## config.mk

```make
export PLATFORM = sky130hd
export DESIGN_NAME = mcrb_mod_unit
export DESIGN_NICKNAME = d
export VERILOG_FILES = /design/src/mcrb_pkg.sv /design/src/mcrb_mod_unit.sv
export SDC_FILE = /design/constraint.sdc
export NUM_CORES = 1
export LEC_CHECK = 0
export ABC_CLOCK_PERIOD_IN_PS = 2000
export BUFFER_PORTS_ARGS = -buffer_cell sky130_fd_sc_hd__buf_2
export CAP_MARGIN = 5
export CORE_MARGIN = 1.5
export CORE_UTILIZATION = 30
export DETAILED_ROUTE_END_ITERATION = 8
export PLACE_DENSITY = 0.5
export SYNTH_ARGS = -nofsm -noshare
export SYNTH_HDL_FRONTEND = slang
export SYNTH_SLANG_ARGS = --single-unit
export TNS_END_PERCENT = 10
```

## constraint.sdc

```tcl
create_clock -name clk -period 2 [get_ports clk]
set_input_delay 0.4 -clock clk [delete_from_list [all_inputs] [get_ports clk]]
set_output_delay 0.4 -clock clk [all_outputs]
set_load 0.01 [all_outputs]
```

## src/mcrb_pkg.sv

```systemverilog
// ----------------------------------------------------------------------------
// mcrb_pkg
// Shared types and constants of the multichannel overwriting ring buffer.
// ----------------------------------------------------------------------------
`default_nettype none

package mcrb_pkg;

    localparam int NUM_CHANNELS_DEF = 8;
    localparam int DEPTH_DEF        = 1024;
    localparam int MAX_READ_DEF     = 64;

    localparam int REQ_W      = 2;
    localparam int CH_FIELD_W = 3;
    localparam int SAMPLE_W   = 32;
    localparam int OFFS_W     = 10;
    localparam int COUNT_W    = 7;
    localparam int ACT_CH_W   = 4;
    localparam int BUF_LEN_W  = 11;
    localparam int CFG_DATA_W = 11;
    localparam int CFG_IDX_W  = 1;

    localparam logic [CFG_IDX_W-1:0] CFG_ACTIVE_CHANNELS = 1'b0;
    localparam logic [CFG_IDX_W-1:0] CFG_BUFFER_LENGTH   = 1'b1;

    localparam logic [ACT_CH_W-1:0]  ACT_CH_RESET  = 4'd8;
    localparam logic [BUF_LEN_W-1:0] BUF_LEN_RESET = 11'd1024;

    typedef enum logic [REQ_W-1:0] {
        REQ_WRITE       = 2'd0,
        REQ_READ_OLDEST = 2'd1,
        REQ_READ_RECENT = 2'd2,
        REQ_NONE        = 2'd3
    } req_type_t;

    typedef enum logic [1:0] {
        STATUS_OK          = 2'd0,
        STATUS_BAD_CHANNEL = 2'd1,
        STATUS_BAD_COUNT   = 2'd2
    } status_t;

    typedef enum logic [1:0] {
        ST_CLEAR,
        ST_IDLE,
        ST_MOD,
        ST_STREAM
    } state_t;

    typedef struct packed {
        logic [SAMPLE_W-1:0]   sample;
        logic [CH_FIELD_W-1:0] channel;
        logic                  last;
        status_t               status;
    } out_word_t;

    // width of tail slot plus start offset, one carry bit on the wider one
    function automatic int mcrb_sum_w(input int depth);
        return (($clog2(depth) > OFFS_W) ? $clog2(depth) : OFFS_W) + 1;
    endfunction

endpackage

`default_nettype wire

```

## src/mcrb_mod_unit.sv

```systemverilog
// ----------------------------------------------------------------------------
// mcrb_mod_unit
// Bit-serial remainder unit: dividend mod divisor, one dividend bit a cycle.
// ----------------------------------------------------------------------------
`default_nettype none

module mcrb_mod_unit
    import mcrb_pkg::*;
#(
    parameter int DEPTH = DEPTH_DEF
)
(
    input  wire logic                            clk,
    input  wire logic                            rst_n,
    input  wire logic                            start,
    input  wire logic [mcrb_sum_w(DEPTH)-1:0]    dividend,
    input  wire logic [$clog2(DEPTH+1)-1:0]      divisor,
    output logic                                 done,
    output logic      [$clog2(DEPTH)-1:0]        result
);

    localparam int SLOT_W = $clog2(DEPTH);
    localparam int LEN_W  = $clog2(DEPTH + 1);
    localparam int SUM_W  = mcrb_sum_w(DEPTH);
    localparam int REM_W  = LEN_W + 1;
    localparam int CNT_W  = $clog2(SUM_W + 1);

    logic [CNT_W-1:0] cnt_reg, cnt_next;
    logic             done_reg, done_next;
    logic [SUM_W-1:0] dvd_reg, dvd_next;
    logic [REM_W-1:0] rem_reg, rem_next;
    logic [REM_W-1:0] rem_shift;
    logic [REM_W-1:0] rem_sub;

    always_comb
    begin
        rem_shift = {rem_reg[REM_W-2:0], dvd_reg[SUM_W-1]};
        rem_sub   = rem_shift - REM_W'(divisor);
        cnt_next  = cnt_reg;
        dvd_next  = dvd_reg;
        rem_next  = rem_reg;
        done_next = 1'b0;
        if (start)
        begin
            cnt_next = CNT_W'(SUM_W);
            dvd_next = dividend;
            rem_next = '0;
        end
        else if (cnt_reg != '0)
        begin
            cnt_next  = cnt_reg - CNT_W'(1);
            dvd_next  = {dvd_reg[SUM_W-2:0], 1'b0};
            rem_next  = (rem_shift >= REM_W'(divisor)) ? rem_sub : rem_shift;
            done_next = (cnt_reg == CNT_W'(1));
        end
    end

    always_ff @(posedge clk or negedge rst_n)
    begin
        if (!rst_n)
        begin
            cnt_reg  <= '0;
            done_reg <= 1'b0;
        end
        else
        begin
            cnt_reg  <= cnt_next;
            done_reg <= done_next;
        end
    end

    always_ff @(posedge clk)
    begin
        dvd_reg <= dvd_next;
        rem_reg <= rem_next;
    end

    // remainder stays below the divisor, which never exceeds DEPTH
    assign done   = done_reg;
    assign result = rem_reg[SLOT_W-1:0];

endmodule

`default_nettype wire

```

==> Word level (Yosys, flattened, before mapping) <==
Cells that the tools add are included.
{ "word_totals": {"ff_bits": 27, "latch_bits": 0, "ramBits": 0, "mem_bits_ro": 0, "in_bits": 25, "output_inout_bits": 11, "wordCells": 17, "mem_count": 0} }
{ "classes": {"addsub": 2, "multipliers": 0, "div_mod_pow": 0, "order_cmp": 1, "n_eq_ne": 1, "n_shift": 0, "n_mux": 7, "bitwise": 0, "n_reduce_logical": 2} }
{ "op_table": {"columns": ["op", "n"], "rows": [
  ["11-bit two-way mux", 3],
  ["12-bit by 11-bit >= comparator with 1-bit output", 1],
  ["11-bit subtractor", 1],
  ["4-bit two-way mux", 2],
  ["4-bit by 1-bit equality test with 1-bit output, second input constant", 1],
  ["4-bit nonzero test", 1],
  ["4-bit by 1-bit subtractor with 4-bit output, second input constant", 1],
  ["1-bit two-way mux", 2],
  ["2-bit nonzero test", 1]
]} }

==> Depth between registers and ports, before layout <==
{ "depth": {"depth_word": 3, "mapped_depth": 10, "depth_no_buf": 9} }

==> Worst setup path before layout <==
Ideal clock, no wire load.
{ "synth_timing": {"kind": "input-to-reg", "startpoint": "input divisor[0]", "endpoint": "register rem_reg[10]", "setup_ns": 0.091, "arrival_time_ns": 2.107, "t_required_ns": 1.909, "slack_ns": -0.197, "cell_stages": 8, "n_path_buf": 0, "cell_sequence": "ha_1 -> fa_1 -> and2b_1 -> o22a_2 -> o21a_1 -> o21ai_2 -> a211o_2 -> a311oi_1"} }
{ "synth_between": {"elab_chain_cells": 2, "elab_cells_between_ends": 3, "cone_classes": "add/sub: 1; order compare: 1; mux: 1"} }
{ "synth_rtl": {"columns": ["element", "line_no", "rtl"], "rows": [
  ["from (decl)", "mcrb_mod_unit.sv:17", "input wire logic [$clog2(DEPTH+1)-1:0] divisor,"],
  ["11-bit subtractor / 12-bit by 11-bit >= comparator with 1-bit output (equally long branches)", "mcrb_mod_unit.sv:38, mcrb_mod_unit.sv:53", null],
  ["11-bit two-way mux (*)", "mcrb_mod_unit.sv:53", "rem_next = (rem_shift >= REM_W'(divisor)) ? rem_sub : rem_shift;"],
  ["to (signal assigned)", "mcrb_mod_unit.sv:75", "rem_reg <= rem_next;"],
  ["to (decl)", "mcrb_mod_unit.sv:31", "logic [REM_W-1:0] rem_reg, rem_next;"]
]} }
Mark *: on every way between the ends. The rest lies on a longest branch, timed or not.
A chain may end at the register's enable or synchronous reset.

==> Worst setup path after layout <==
{ "layout_timing": {"startpoint": "register dvd_reg[10]", "endpoint": "register rem_reg[8]"} }
{ "layout_between": {"elab_chain_cells": 2, "elab_cells_between_ends": 3, "cone_classes": "add/sub: 1; order compare: 1; mux: 1"} }
{ "layout_rtl": {"columns": ["element", "line_no", "rtl"], "rows": [
  ["from (decl)", "mcrb_mod_unit.sv:30", "logic [SUM_W-1:0] dvd_reg, dvd_next;"],
  ["from (signal assigned)", "mcrb_mod_unit.sv:74", "dvd_reg <= dvd_next;"],
  ["11-bit subtractor / 12-bit by 11-bit >= comparator with 1-bit output (equally long branches)", "mcrb_mod_unit.sv:38, mcrb_mod_unit.sv:53", null],
  ["11-bit two-way mux (*)", "mcrb_mod_unit.sv:53", null]
]} }
Marks and branches as above.

==> impl_results.md <==
- Die Width: 82.0 um
- Drt wl/cell: 13.1 um
- Antenna violations before repair: 0
- Die height: 82.0 um
- CP Class: reg2reg
- Dpl cell area: 2270 um^2
- Sinks on Clock Net: 27
- Status: finished with violations
- Largest area contributor in the netlist: edfxtp_1
- Quantity of I/O buffers inserted on ports: 35
- CP startpoint kind: flip-flop
- Min-delay worst type: in2reg
- DIE AREA: 6730 um^2
- Setup WS post-layout: -0.192 ns
- Core Region: 5990 um^2
- Distinct cells, synth: 48
- CTS tree: yes
- Gpl congestion: 0.806
- Share of Yosys cell area claimed by the top area cell type: 17.6%
- First-pass GRT wire length: 6990 um
- Total power: 2610 uW
- Clock skew: 0.00958 ns
- Clock Path Buffers: 2
- Ys async rst share: 18.5%
- Crit Path Max Fanout: 11
- Final setup vio count: 11
- Fillers: 619
- Nets: 296
- Clk root buf: clkbuf_8
- Post-CTS setup buffer count: 0
- Relative slew margins: 71.8%
- Sequential share of the synthesized area: 36.0%
- Min Tclk post-route: 2.19 ns
- Syn_nets: 242
- MaxCap Viol Count: 0
- Leak: 0.00111 uW
- Most used DFF post-synth: edfxtp_1
- Worst vdd ir: 489 uV
- Violated checks: setup timing
- Number of cells produced by synthesis: 202
- Later-pin clock latency in the skew report: 0.27 ns
- WP data arrival: 2.38 ns
- Yosys reg bits: 27
- Vias: 1590
- Initial DRC count: 31
- Initial Util: 31.3%
- Final count of pins violating max slew: 0
- Layout cell share with drive strength beyond 1: 36.9%
- Residual DRC: 0
- Clock Pin Slew Worst Setup and Hold Paths: 0.09 ns
- Syn Area/Cell: 9.28 um^2
- Worst Setup SP: dvd_reg[10]
- F_max: 456 MHz
- Vias in the first global route: 1524
- Yosys warns: 0
- Final Cycle Share: 110%
- HPWL after DPL: 3370 um
- CP endpoint kind: flip-flop
- Final wirelength: 4320 um
- Most area-consuming cells after synthesis: edfxtp_1, dfxtp_1, ha_1
- CTS Buf Count: 3
- Largest net degree at the start of global routing: 20
- # rows: 28
- H-tree depth: 1
- Synth Cell Area: 1870 um^2
- RSZ-0062 raised after global routing: true
- Final Cell Area: 2370 um^2
- Layout area overhead: 26.2%
- Global-route usage over all layers: 13.5%
- Pwr per Cell Area: 1100 nW/um^2
- Grt ovf: 0
- DR pass1 iterations: 4
- Post-DRT Antenna Nets: 0
- Via-to-Cell Ratio: 4.82
- Num ports: 36
- WP data required: 2.18 ns
- Final Hold Fails: 0
- RR Startpoint: dvd_reg[10]
- Ant. Diodes: 0
- Worst slew pin tran: 0.422 ns
- Post-synth EDFFs: 11
- Hold path startpoint: dividend[0]
==> what timing repair did <==
action | in CTS | in global routing
resized for setup | 9 | 2
setup endpoints to repair | 11 | 11
pin swaps | 5 | 2
endpoints found under the hold margin | 5 | 0
hold buffers | 1 | 0
==> layout make-up <==
cell class	count	area (um^2)	share of cell area (%)
clock buffers	4	45.0	1.90
well taps	75	93.8	3.97
inverters	16	60.1	2.54
repair buffers	67	422	17.8
multi-input cells	141	1070	45.2
flip-flops and latches	27	676	28.6
==> metal layers <==
layer  track usage [%]  part of all wire [%]  up-vias
met2              21.7                    45       33
met4              2.71                  0.60        0
met1              18.8                    50      725
li1                  -                     -      830
met5                 0                     0        -
met3              2.56                   4.0        2
==> cell families (layout without fill, tap and decap cells) <==
kind of cell | after synthesis | in the layout | share of synthesized area (%)
buf+inv | 34 | 87 | 9.41
compound gates | 51 | 51 | 18.8
xor+xnor | 8 | 8 | 3.74
fa+ha+maj | 15 | 15 | 10.4
mux | 11 | 11 | 6.54
flops | 27 | 27 | 36.0
simple gates | 56 | 56 | 15.0
==> synthesized netlist by cell type (5+ instances only) <==
library cell and n:
inv_1 16, nor2_1 16, ha_1 14, dfxtp_1 11
edfxtp_1 11, a21oi_1 10, buf_4 10, mux2_2 10
nand3_1 10, o21ai_0 10, nand2_1 8, a311oi_1 6
clkbuf_1 6, nor3_1 6, o21a_1 6, xnor2_1 6
dfrtp_1 5
==> cells in the final DEF (no fill, tap or decap), types with 2 or more instances in the layout <==
master | Yosys | routed
nor2_1 | 16 | 16
o21ai_0 | 10 | 7
xor2_1 | 2 | 2
ha_1 | 14 | 13
inv_1 | 16 | 15
o21ai_2 | 1 | 2
or3_1 | 2 | 2
nand2b_1 | 3 | 3
clkbuf_8 | 0 | 3
buf_4 | 10 | 30
nand3_1 | 10 | 10
mux2_2 | 10 | 10
o21bai_1 | 2 | 2
xnor2_1 | 6 | 6
buf_2 | 0 | 35
dfxtp_1 | 11 | 11
a311oi_2 | 0 | 2
nand2_1 | 8 | 8
dfrtp_1 | 5 | 5
o21a_1 | 6 | 6
a311oi_1 | 6 | 4
edfxtp_1 | 11 | 11
a21oi_1 | 10 | 9
nor3_1 | 6 | 6
and4_1 | 2 | 2
o21ai_1 | 0 | 2
o31a_1 | 3 | 3
a31oi_1 | 3 | 3
==> path summary, 6_finish.rpt <==
path	end	slack [ns]	cells after the start
worst max-delay path	rem_reg[8]	-0.19	10
worst min-delay path	dvd_reg[0]	0.41	2
worst max register to register	rem_reg[8]	-0.19	10
worst min register to register	rem_reg[10]	0.53	2
max in group asynchronous	cnt_reg[2]	1.41	2
min in group asynchronous	cnt_reg[3]	0.46	2
==> critical path: stages (launching register included) <==
cell	delay [ns]
edfxtp_1	0.39
inv_2	0.09
ha_4	0.14
fa_2	0.20
and2b_1	0.21
o22a_2	0.19
o21a_1	0.20
o21ai_2	0.15
buf_6	0.17
nand3_1	0.09
a311oi_2	0.28
==> per-stage QoR <==
step | setup TNS, ns | hold slack (ns) | utilization [%] | cells | setup slack, ns
5_1_grt | -2.95 | 0.406 | 39.5 | 330 | -0.348
4_1_cts | -1.58 | 0.406 | 39.4 | 330 | -0.207
2_1_floorplan | -0.621 | 0.104 | - | 202 | -0.120
3_5_place_dp | -2.96 | 0.223 | 38.0 | 325 | -0.334
6_report | -1.48 | 0.409 | 39.5 | 330 | -0.192
3_3_place_gp | -2.87 | 0.227 | 38.0 | 325 | -0.331
==> where the power goes <==
part | switching [uW] | internal (uW) | leakage (uW)
logic | 751 | 770 | 0.000826
clock network | 174 | 143 | 0.0000228
registers | 73.7 | 697 | 0.000266
total | 999 | 1610 | 0.00111
No activity file was read; power rests on OpenSTA's default activity.
