### src/mcrb_pkg.sv
// ----------------------------------------------------------------------------
// mcrb_pkg
// Shared types and constants of the multichannel overwriting ring buffer.
// ----------------------------------------------------------------------------
`default_nettype none

package mcrb_pkg;

    localparam int NUM_CHANNELS_DEF = 8;
    localparam int DEPTH_DEF        = 1024;
    localparam int MAX_READ_DEF     = 64;

    localparam int REQ_W      = 2;
    localparam int CH_FIELD_W = 3;
    localparam int SAMPLE_W   = 32;
    localparam int OFFS_W     = 10;
    localparam int COUNT_W    = 7;
    localparam int ACT_CH_W   = 4;
    localparam int BUF_LEN_W  = 11;
    localparam int CFG_DATA_W = 11;
    localparam int CFG_IDX_W  = 1;

    localparam logic [CFG_IDX_W-1:0] CFG_ACTIVE_CHANNELS = 1'b0;
    localparam logic [CFG_IDX_W-1:0] CFG_BUFFER_LENGTH   = 1'b1;

    localparam logic [ACT_CH_W-1:0]  ACT_CH_RESET  = 4'd8;
    localparam logic [BUF_LEN_W-1:0] BUF_LEN_RESET = 11'd1024;

    typedef enum logic [REQ_W-1:0] {
        REQ_WRITE       = 2'd0,
        REQ_READ_OLDEST = 2'd1,
        REQ_READ_RECENT = 2'd2,
        REQ_NONE        = 2'd3
    } req_type_t;

    typedef enum logic [1:0] {
        STATUS_OK          = 2'd0,
        STATUS_BAD_CHANNEL = 2'd1,
        STATUS_BAD_COUNT   = 2'd2
    } status_t;

    typedef enum logic [1:0] {
        ST_CLEAR,
        ST_IDLE,
        ST_MOD,
        ST_STREAM
    } state_t;

    typedef struct packed {
        logic [SAMPLE_W-1:0]   sample;
        logic [CH_FIELD_W-1:0] channel;
        logic                  last;
        status_t               status;
    } out_word_t;

    // width of tail slot plus start offset, one carry bit on the wider one
    function automatic int mcrb_sum_w(input int depth);
        return (($clog2(depth) > OFFS_W) ? $clog2(depth) : OFFS_W) + 1;
    endfunction

endpackage

`default_nettype wire

### src/mcrb_out_queue.sv
// ----------------------------------------------------------------------------
// mcrb_out_queue
// Two-word result queue that decouples memory reads from the output stall.
// ----------------------------------------------------------------------------
`default_nettype none

module mcrb_out_queue
    import mcrb_pkg::*;
(
    input  wire logic      clk,
    input  wire logic      rst_n,
    input  wire logic      push,
    input  wire out_word_t push_word,
    input  wire logic      out_stall,
    output logic           out_valid,
    output out_word_t      out_word,
    output logic [1:0]     count
);

    out_word_t  slots_reg [2];
    logic       wr_ptr_reg, wr_ptr_next;
    logic       rd_ptr_reg, rd_ptr_next;
    logic [1:0] count_reg, count_next;
    logic       pop;

    always_comb
    begin
        pop         = (count_reg != 2'd0) && !out_stall;
        wr_ptr_next = push ? !wr_ptr_reg : wr_ptr_reg;
        rd_ptr_next = pop ? !rd_ptr_reg : rd_ptr_reg;
        count_next  = count_reg + 2'(push) - 2'(pop);
    end

    always_ff @(posedge clk or negedge rst_n)
    begin
        if (!rst_n)
        begin
            wr_ptr_reg <= 1'b0;
            rd_ptr_reg <= 1'b0;
            count_reg  <= 2'd0;
        end
        else
        begin
            wr_ptr_reg <= wr_ptr_next;
            rd_ptr_reg <= rd_ptr_next;
            count_reg  <= count_next;
        end
    end

    always_ff @(posedge clk)
    begin
        if (push)
        begin
            slots_reg[wr_ptr_reg] <= push_word;
        end
    end

    assign out_valid = (count_reg != 2'd0);
    assign out_word  = slots_reg[rd_ptr_reg];
    assign count     = count_reg;

endmodule

`default_nettype wire
### config.mk
export PLATFORM = sky130hd
export DESIGN_NAME = mcrb_out_queue
export DESIGN_NICKNAME = d
export VERILOG_FILES = /design/src/mcrb_pkg.sv /design/src/mcrb_out_queue.sv
export SDC_FILE = /design/constraint.sdc
export NUM_CORES = 1
export LEC_CHECK = 0
export BUFFER_PORTS_ARGS = -buffer_cell sky130_fd_sc_hd__clkbuf_2
export CAP_MARGIN = 20
export CORE_ASPECT_RATIO = 0.75
export CORE_MARGIN = 2
export CORE_UTILIZATION = 45
export DETAILED_ROUTE_END_ITERATION = 8
export PLACE_DENSITY = 0.81
export SLEW_MARGIN = 10
export SYNTH_ARGS = -nofsm -noshare
export SYNTH_HDL_FRONTEND = slang
export SYNTH_SLANG_ARGS = --single-unit
### constraint.sdc
create_clock -name clk -period 3.16 [get_ports clk]
set_input_delay 0 -clock clk [delete_from_list [all_inputs] [get_ports clk]]
set_output_delay 0 -clock clk [all_outputs]
set_load 0.01 [all_outputs]
## Word level (Yosys, flattened, before mapping)

Memory sizes are Yosys's and may differ from the RTL's.
Index checks and enable logic that the tools add are counted.

| storage, ports and cells | value |
|---|---|
| bits in registers | 4 |
| latch bits | 0 |
| memory bits (writable) | 76 |
| ROM bits | 0 |
| input bits | 42 |
| output and inout port bits | 41 |
| word-level logic and storage cells | 13 |
| memories | 1 |

Memory list:

| memory | words | bits a word | read ports | clocked after memory_dff | write ports | line | RTL |
|---|---|---|---|---|---|---|---|
| slots_reg | 2 | 38 | 1 | 0 | 1 | mcrb_out_queue.sv:20 | `out_word_t slots_reg [2];` |

| operators by class | value |
|---|---|
| $add $sub $neg | 2 |
| multiply operators | 0 |
| divide/modulo/power cells | 0 |
| magnitude comparators | 0 |
| eq/ne operators | 0 |
| shifts and indexed selects | 0 |
| muxes and demuxes | 2 |
| bitwise operators | 0 |
| reductions and logical operators | 5 |

Operators with widths:

| kind | count |
|---|---|
| logical NOT 1 bit | 3 |
| adder 2 x 1 -> 2 bit | 1 |
| two-way mux 1 bit | 2 |
| nonzero test 2 bit | 1 |
| subtractor 2 x 1 -> 2 bit | 1 |
| logical AND 1 bit | 1 |

## Longest topological paths before layout

Gate-level depths: netlist of run 1.

| depth | value |
|---|---|
| depth after elaboration | 3 |
| mapped depth | 7 |
| gate-level depth less buffers | 7 |

## Worst setup path after synthesis of run 1

OpenSTA, ideal clock, no wires.

| timing | value |
|---|---|
| kind | register to register |
| start | register wr_ptr_reg |
| end | memory slots_reg[0][0] (netlist bit), enable pin |
| setup time | 0.438 ns |
| arrival time | 2.105 ns |
| data required time | 2.722 ns |
| path slack | 0.617 ns |
| stages on the path, launching flop included | 2 |
| path buffers | 0 |
| period minus slack after synthesis | 2.543 ns |
| cells stage by stage | dfrtp_1 -> nor2b_1 |

RTL lines:

| element | line | RTL |
|---|---|---|
| start: declaration | mcrb_out_queue.sv:21 | `logic wr_ptr_reg, wr_ptr_next;` |
| start signal: assignment | mcrb_out_queue.sv:44 | `wr_ptr_reg <= wr_ptr_next;` |
| end: declaration | mcrb_out_queue.sv:20 |  |

No word-level cell before the write port.

==> out/qor.csv, run 1 <==
metric,value,unit
synth-warning-count,0,
final_hold_viol_count,0,
die_area,0.007312,mm^2
drc_errors,0,
slew_viol_final,0,
antenna_cells,0,
synth_seq_cells,80,
start_kind,flop,
power_density,829.2,mW/mm^2
crit_type,reg2out,
tns,0,ns
overflow,0,
antenna_found_initial,0,
rsz0062_at_grt,no,
largest_reg_flops,76,
drv_cap,0,
setup_violations,0,
syn-num-nets,179,
wl,5.280,mm
finalInstanceArea,0.004164,mm^2
die_w,98.07,um
cts_setup_buffers,0,
fin_ws,1.230,ns
synth_cell_types,15,
grt_pass1_vias,1780,
drive_above_1_share,0.5166,
initial_utilization,0.4703,
first_pass_iters,4,
wire_per_inst,15.00,um
hpwlAfterDp,3.024,mm
cp.arrival,1.93,ns
insertion_delay,0.34,ns
fin_worst_skew,0.003771,ns
path_clk_slew,0.08,ns
cp-end-kind,primary output,
post_cts_resized,0,
worstPathRequired,3.16,ns
die_height,74.56,um
finalCritPeriodShare,0.6108,
grt_max_degree,40,
avgSynthCellArea,22.12,um^2
cts_tree,yes,
min_period,1.930,ns
vias,1664,
placed_area,0.003467,mm^2
pre_cts_slack,1.451,ns
port_buffers,82,
reg2reg_to,count[1],
core,0.006350,mm^2
r2r-start,count[1],
cts_hold_buf,42,
max_slew.worst_pin.slew,0.9722,ns
numCtsBuffers,9,
gp_congestion,0.7261,
viasPerCell,4.727,
crit_end,out_word[30],
detail_route.iter0.violations,60,
fmax,518.1,MHz
synth_area_leader_cell,edfxtp_1,
clockRootBuffer,clkbuf_8,
max-vdd-ir-drop,0.4902,mV
ant_nets,0,
cts.sinks,80,
worstRegToRegCells,7,
worstPathMaxFanout,39,
cp-startpoint,rd_ptr_reg,
layout.nets,311,
cts_max_level,3,
num_rows,25,
slew_headroom,0.3518,
ys_seq_area_frac,0.7977,
synth_top_cell_area_share,0.7641,
grt_pass1_wl,8.169,mm
total_power,3.453,mW
cts_buffer_depth,2,
synth_area,0.002987,mm^2
area_growth,39.42,%
rrSetupSlack,1.51,ns
min_path_type,in2reg,
fillers,445,
ios,83,
synthTopCellsByArea,"edfxtp_1, mux2_2, mux2_4, dfrtp_1, xnor2_1",
grtUsageTotal,0.1537,
synth_cells,135,
p_leak,1.660,nW
status,finished clean,
-- report_power, final --
part | total [mW] | internal, mW | switching [mW] | leakage [nW]
logic | 0.938 | 0.515 | 0.423 | 0.775
clock network | 0.932 | 0.598 | 0.334 | 0.125
registers | 1.58 | 1.41 | 0.171 | 0.759
-- metrics by stage --
stage               hold slack [ns]  utilization  std cells
floorplan                   -0.2956            -        135
global placement            -0.1886       0.5460        294
detailed placement          -0.1798       0.5460        294
CTS                          0.3664       0.6526        351
global route                 0.3711       0.6558        352
finish                       0.3842       0.6558        352
-- cell usage in the layout, fill, tap and decap left out --
cell type / Yosys / routed
and2_2: 0 / 1
buf_12: 0 / 1
bufinv_16: 0 / 4
clkbuf_2: 0 / 82
clkbuf_8: 0 / 9
clkinv_2: 0 / 1
clkinvlp_4: 0 / 1
dfrtp_1: 4 / 3
dfrtp_2: 0 / 1
dlygate4sd3_1: 0 / 42
edfxtp_1: 76 / 76
ha_1: 2 / 2
inv_1: 3 / 3
mux2_2: 28 / 28
mux2_4: 10 / 10
nor2b_4: 0 / 1
o21bai_1: 1 / 1
or2_2: 1 / 1
xnor2_1: 3 / 3
xor2_1: 1 / 1
-- layer usage --
metal	wire length [um]	vias to the layer above	GRT usage
met2	2608	72	0.2702
met3	395	13	0.07237
li1	-	788	-
met4	123	0	0.06790
met5	0	-	0
met1	2153	791	0.1621
-- final cells by class --
cell class,count,area (um^2),share of cell area
clock buffer,9,123.9,0.02975
multi-input combinational,48,560.5,0.1346
timing repair buffer,125,850.8,0.2043
clock inverter,6,132.6,0.03185
tap,81,101.3,0.02434
sequential,80,2384,0.5724
inverter,3,11.26,0.002704
-- critical path, stage by stage, from the launching register on --
cell and delay (ns):
dfrtp_2 1.01, mux2_2 0.44, clkbuf_2 0.13
-- logic make-up (layout without fill, tap and decap cells) --
family | Yosys count | count (layout) | share of synthesized area
adders and majority gates | 2 | 2 | 0.008377
and+or+nand+nor | 3 | 3 | 0.006288
buffers and inverters | 7 | 143 | 0.01759
DFF | 80 | 80 | 0.7977
xor gates and xnor gates | 4 | 4 | 0.01173
muxes | 38 | 38 | 0.1558
AOI/OAI and AO/OA | 1 | 1 | 0.002515
-- synthesized netlist by cell type --
cell / n
xor2_1: 1
mux2_4: 10
edfxtp_1: 76
o21bai_1: 1
buf_8: 1
dfrtp_1: 4
or2_2: 1
nor2b_1: 1
xnor2_1: 3
ha_1: 2
inv_1: 3
buf_4: 2
buf_6: 1
and2_1: 1
mux2_2: 28
-- worst min-delay path by stage --
stage                              from               end  cells after the start
after floorplan                   rst_n          count[0]                      0
after global placement            rst_n          count[0]                      1
after detailed placement          rst_n          count[0]                      1
after CTS                 push_word[28]  slots_reg[1][28]                      2
after global routing       push_word[1]   slots_reg[1][1]                      2
final                      push_word[0]   slots_reg[0][0]                      2
Note: power is estimated with default switching activity, not from simulation.
==> run 2: changes to the inputs <==
- PLACE_DENSITY: 0.81 -> 0.84
- clock period: 3.16 -> 1.6 ns (I/O delays scaled with it)
==> out/qor.csv, run 2 (synthesis gave the netlist of run 1 again) <==
metric,value,unit
p_leak,1.657,nW
numCtsBuffers,9,
clockRootBuffer,clkbuf_8,
antenna_found_initial,0,
cp.arrival,1.76,ns
seq_area,0.002384,mm^2
grt_pass1_wl,8.252,mm
worstPathRequired,1.83,ns
stdcell_count,359,
worstHoldStart,out_stall,
port_buffers,82,
viasPerCell,4.613,
pre_cts_slack,0.04619,ns
worstRegToRegCells,7,
status,finished clean,
drive_above_1_share,0.5288,
detail_route.iter0.violations,86,
hold_ws,0.06692,ns
crit_type,reg2reg,
cp_common_cell,inv_1,
fmax,654.7,MHz
hold_end,rd_ptr_reg,
postLayoutCoreUtil,0.6536,
path_clk_slew,0.07,ns
min_path_type,in2reg,
antenna_cells,0,
start_kind,flop,
overflow,0,
cts_buffer_depth,2,
rsz0062_at_grt,no,
crit_chain,o21bai_1 -> inv_1 -> ha_1 -> inv_1 -> ha_4 -> xnor2_2 -> xnor2_1,
fin_ws,0.07253,ns
drc_errors,0,
vias,1656,
multi_input_area,580.6,um^2
num_rows,25,
fillers,449,
tns,0,ns
final_hold_viol_count,0,
cts_max_level,3,
layout.nets,318,
setup_violations,0,
power_density,1534,mW/mm^2
initial_utilization,0.4703,
mostFrequentLayoutCells,"clkbuf_2, edfxtp_1, dlygate4sd3_1",
die_w,98.07,um
finalCritPeriodShare,0.9547,
drv_cap,0,
reg2reg_to,count[1],
gp_congestion,0.6650,
largest_reg_flops,76,
max_slew.worst_pin.slew,0.3434,ns
hold_depth,4,
grt_max_degree,26,
cp-end-kind,flop,
cts_tree,yes,
cts.sinks,80,
ant_nets,0,
worstPathMaxFanout,4,
insertion_delay,0.34,ns
crit_path_max_incr_delay,0.41,ns
min_period,1.527,ns
wire_per_inst,14.78,um
slew_viol_final,0,
grt_pass1_vias,1820,
critPathSlowestCell,dfrtp_1,
die_height,74.56,um
rrSetupSlack,0.07,ns
final_common_cell,clkbuf_2,
max-vdd-ir-drop,1.048,mV
core,0.006350,mm^2
first_pass_iters,4,
post-place-cells,301,
wl,5.306,mm
die_area,0.007312,mm^2
ios,83,
grtUsageTotal,0.1534,
area_growth,38.96,%
fin_worst_skew,0.006476,ns
slew_headroom,0.7711,
r2r-start,count[0],
run 2: worst max path at each step:
stage | from | endpoint | slack, ns
detailed placement | count[1] | count[1] | 0.05
floorplan | count[1] | count[1] | 0.08
CTS | count[1] | count[1] | 0.02
global route | rd_ptr_reg | out_word[3] | 0.01
finish | count[0] | count[1] | 0.07
global placement | count[1] | count[1] | 0.13
run 2: per-layer routing:
metal / vias up / routed length, um / GRT usage
met5: - / 0 / 0
met4: 0 / 34 / 0.05093
met3: 7 / 366 / 0.06297
met2: 62 / 2795 / 0.2755
met1: 786 / 2109 / 0.1698
li1: 801 / - / -
run 2: cell type report:
cell class / count / area share
sequential: 80 / 0.5743
timing repair buffer: 132 / 0.2201
multi-input combinational: 48 / 0.1399
clock buffer: 9 / 0.02985
tap: 81 / 0.02442
clock inverter: 6 / 0.008743
inverter: 3 / 0.002713
run 2: power breakdown:
group          internal, mW  switching [mW]  total [mW]  leakage (nW)
Sequential             2.79           0.130        2.92         0.759
Combinational          1.16            1.07        2.23         0.820
Clock                 0.546           0.671        1.22        0.0782
run 2: timing repair:
action	in CTS	in global routing
endpoints found under the setup margin	0	1
hold endpoints to repair	82	0
setup buffers	0	2
hold buffers	41	0
resized for setup	0	3
run 2: through the flow:
step           instance area [um^2]  total power [mW]
2_1_floorplan                  2995             4.311
3_3_place_gp                   3545             5.015
3_5_place_dp                   3545             5.060
4_1_cts                        4115             6.366
5_1_grt                        4150             6.724
6_report                       4150             6.367
run 2: critical path: cells and delay by family, from the launching register on:
family	cells	cell delay (ns)
flops	1	0.41
fa+ha+maj	2	0.43
xor+xnor	2	0.25
compound gates	1	0.20
buf+inv	2	0.13
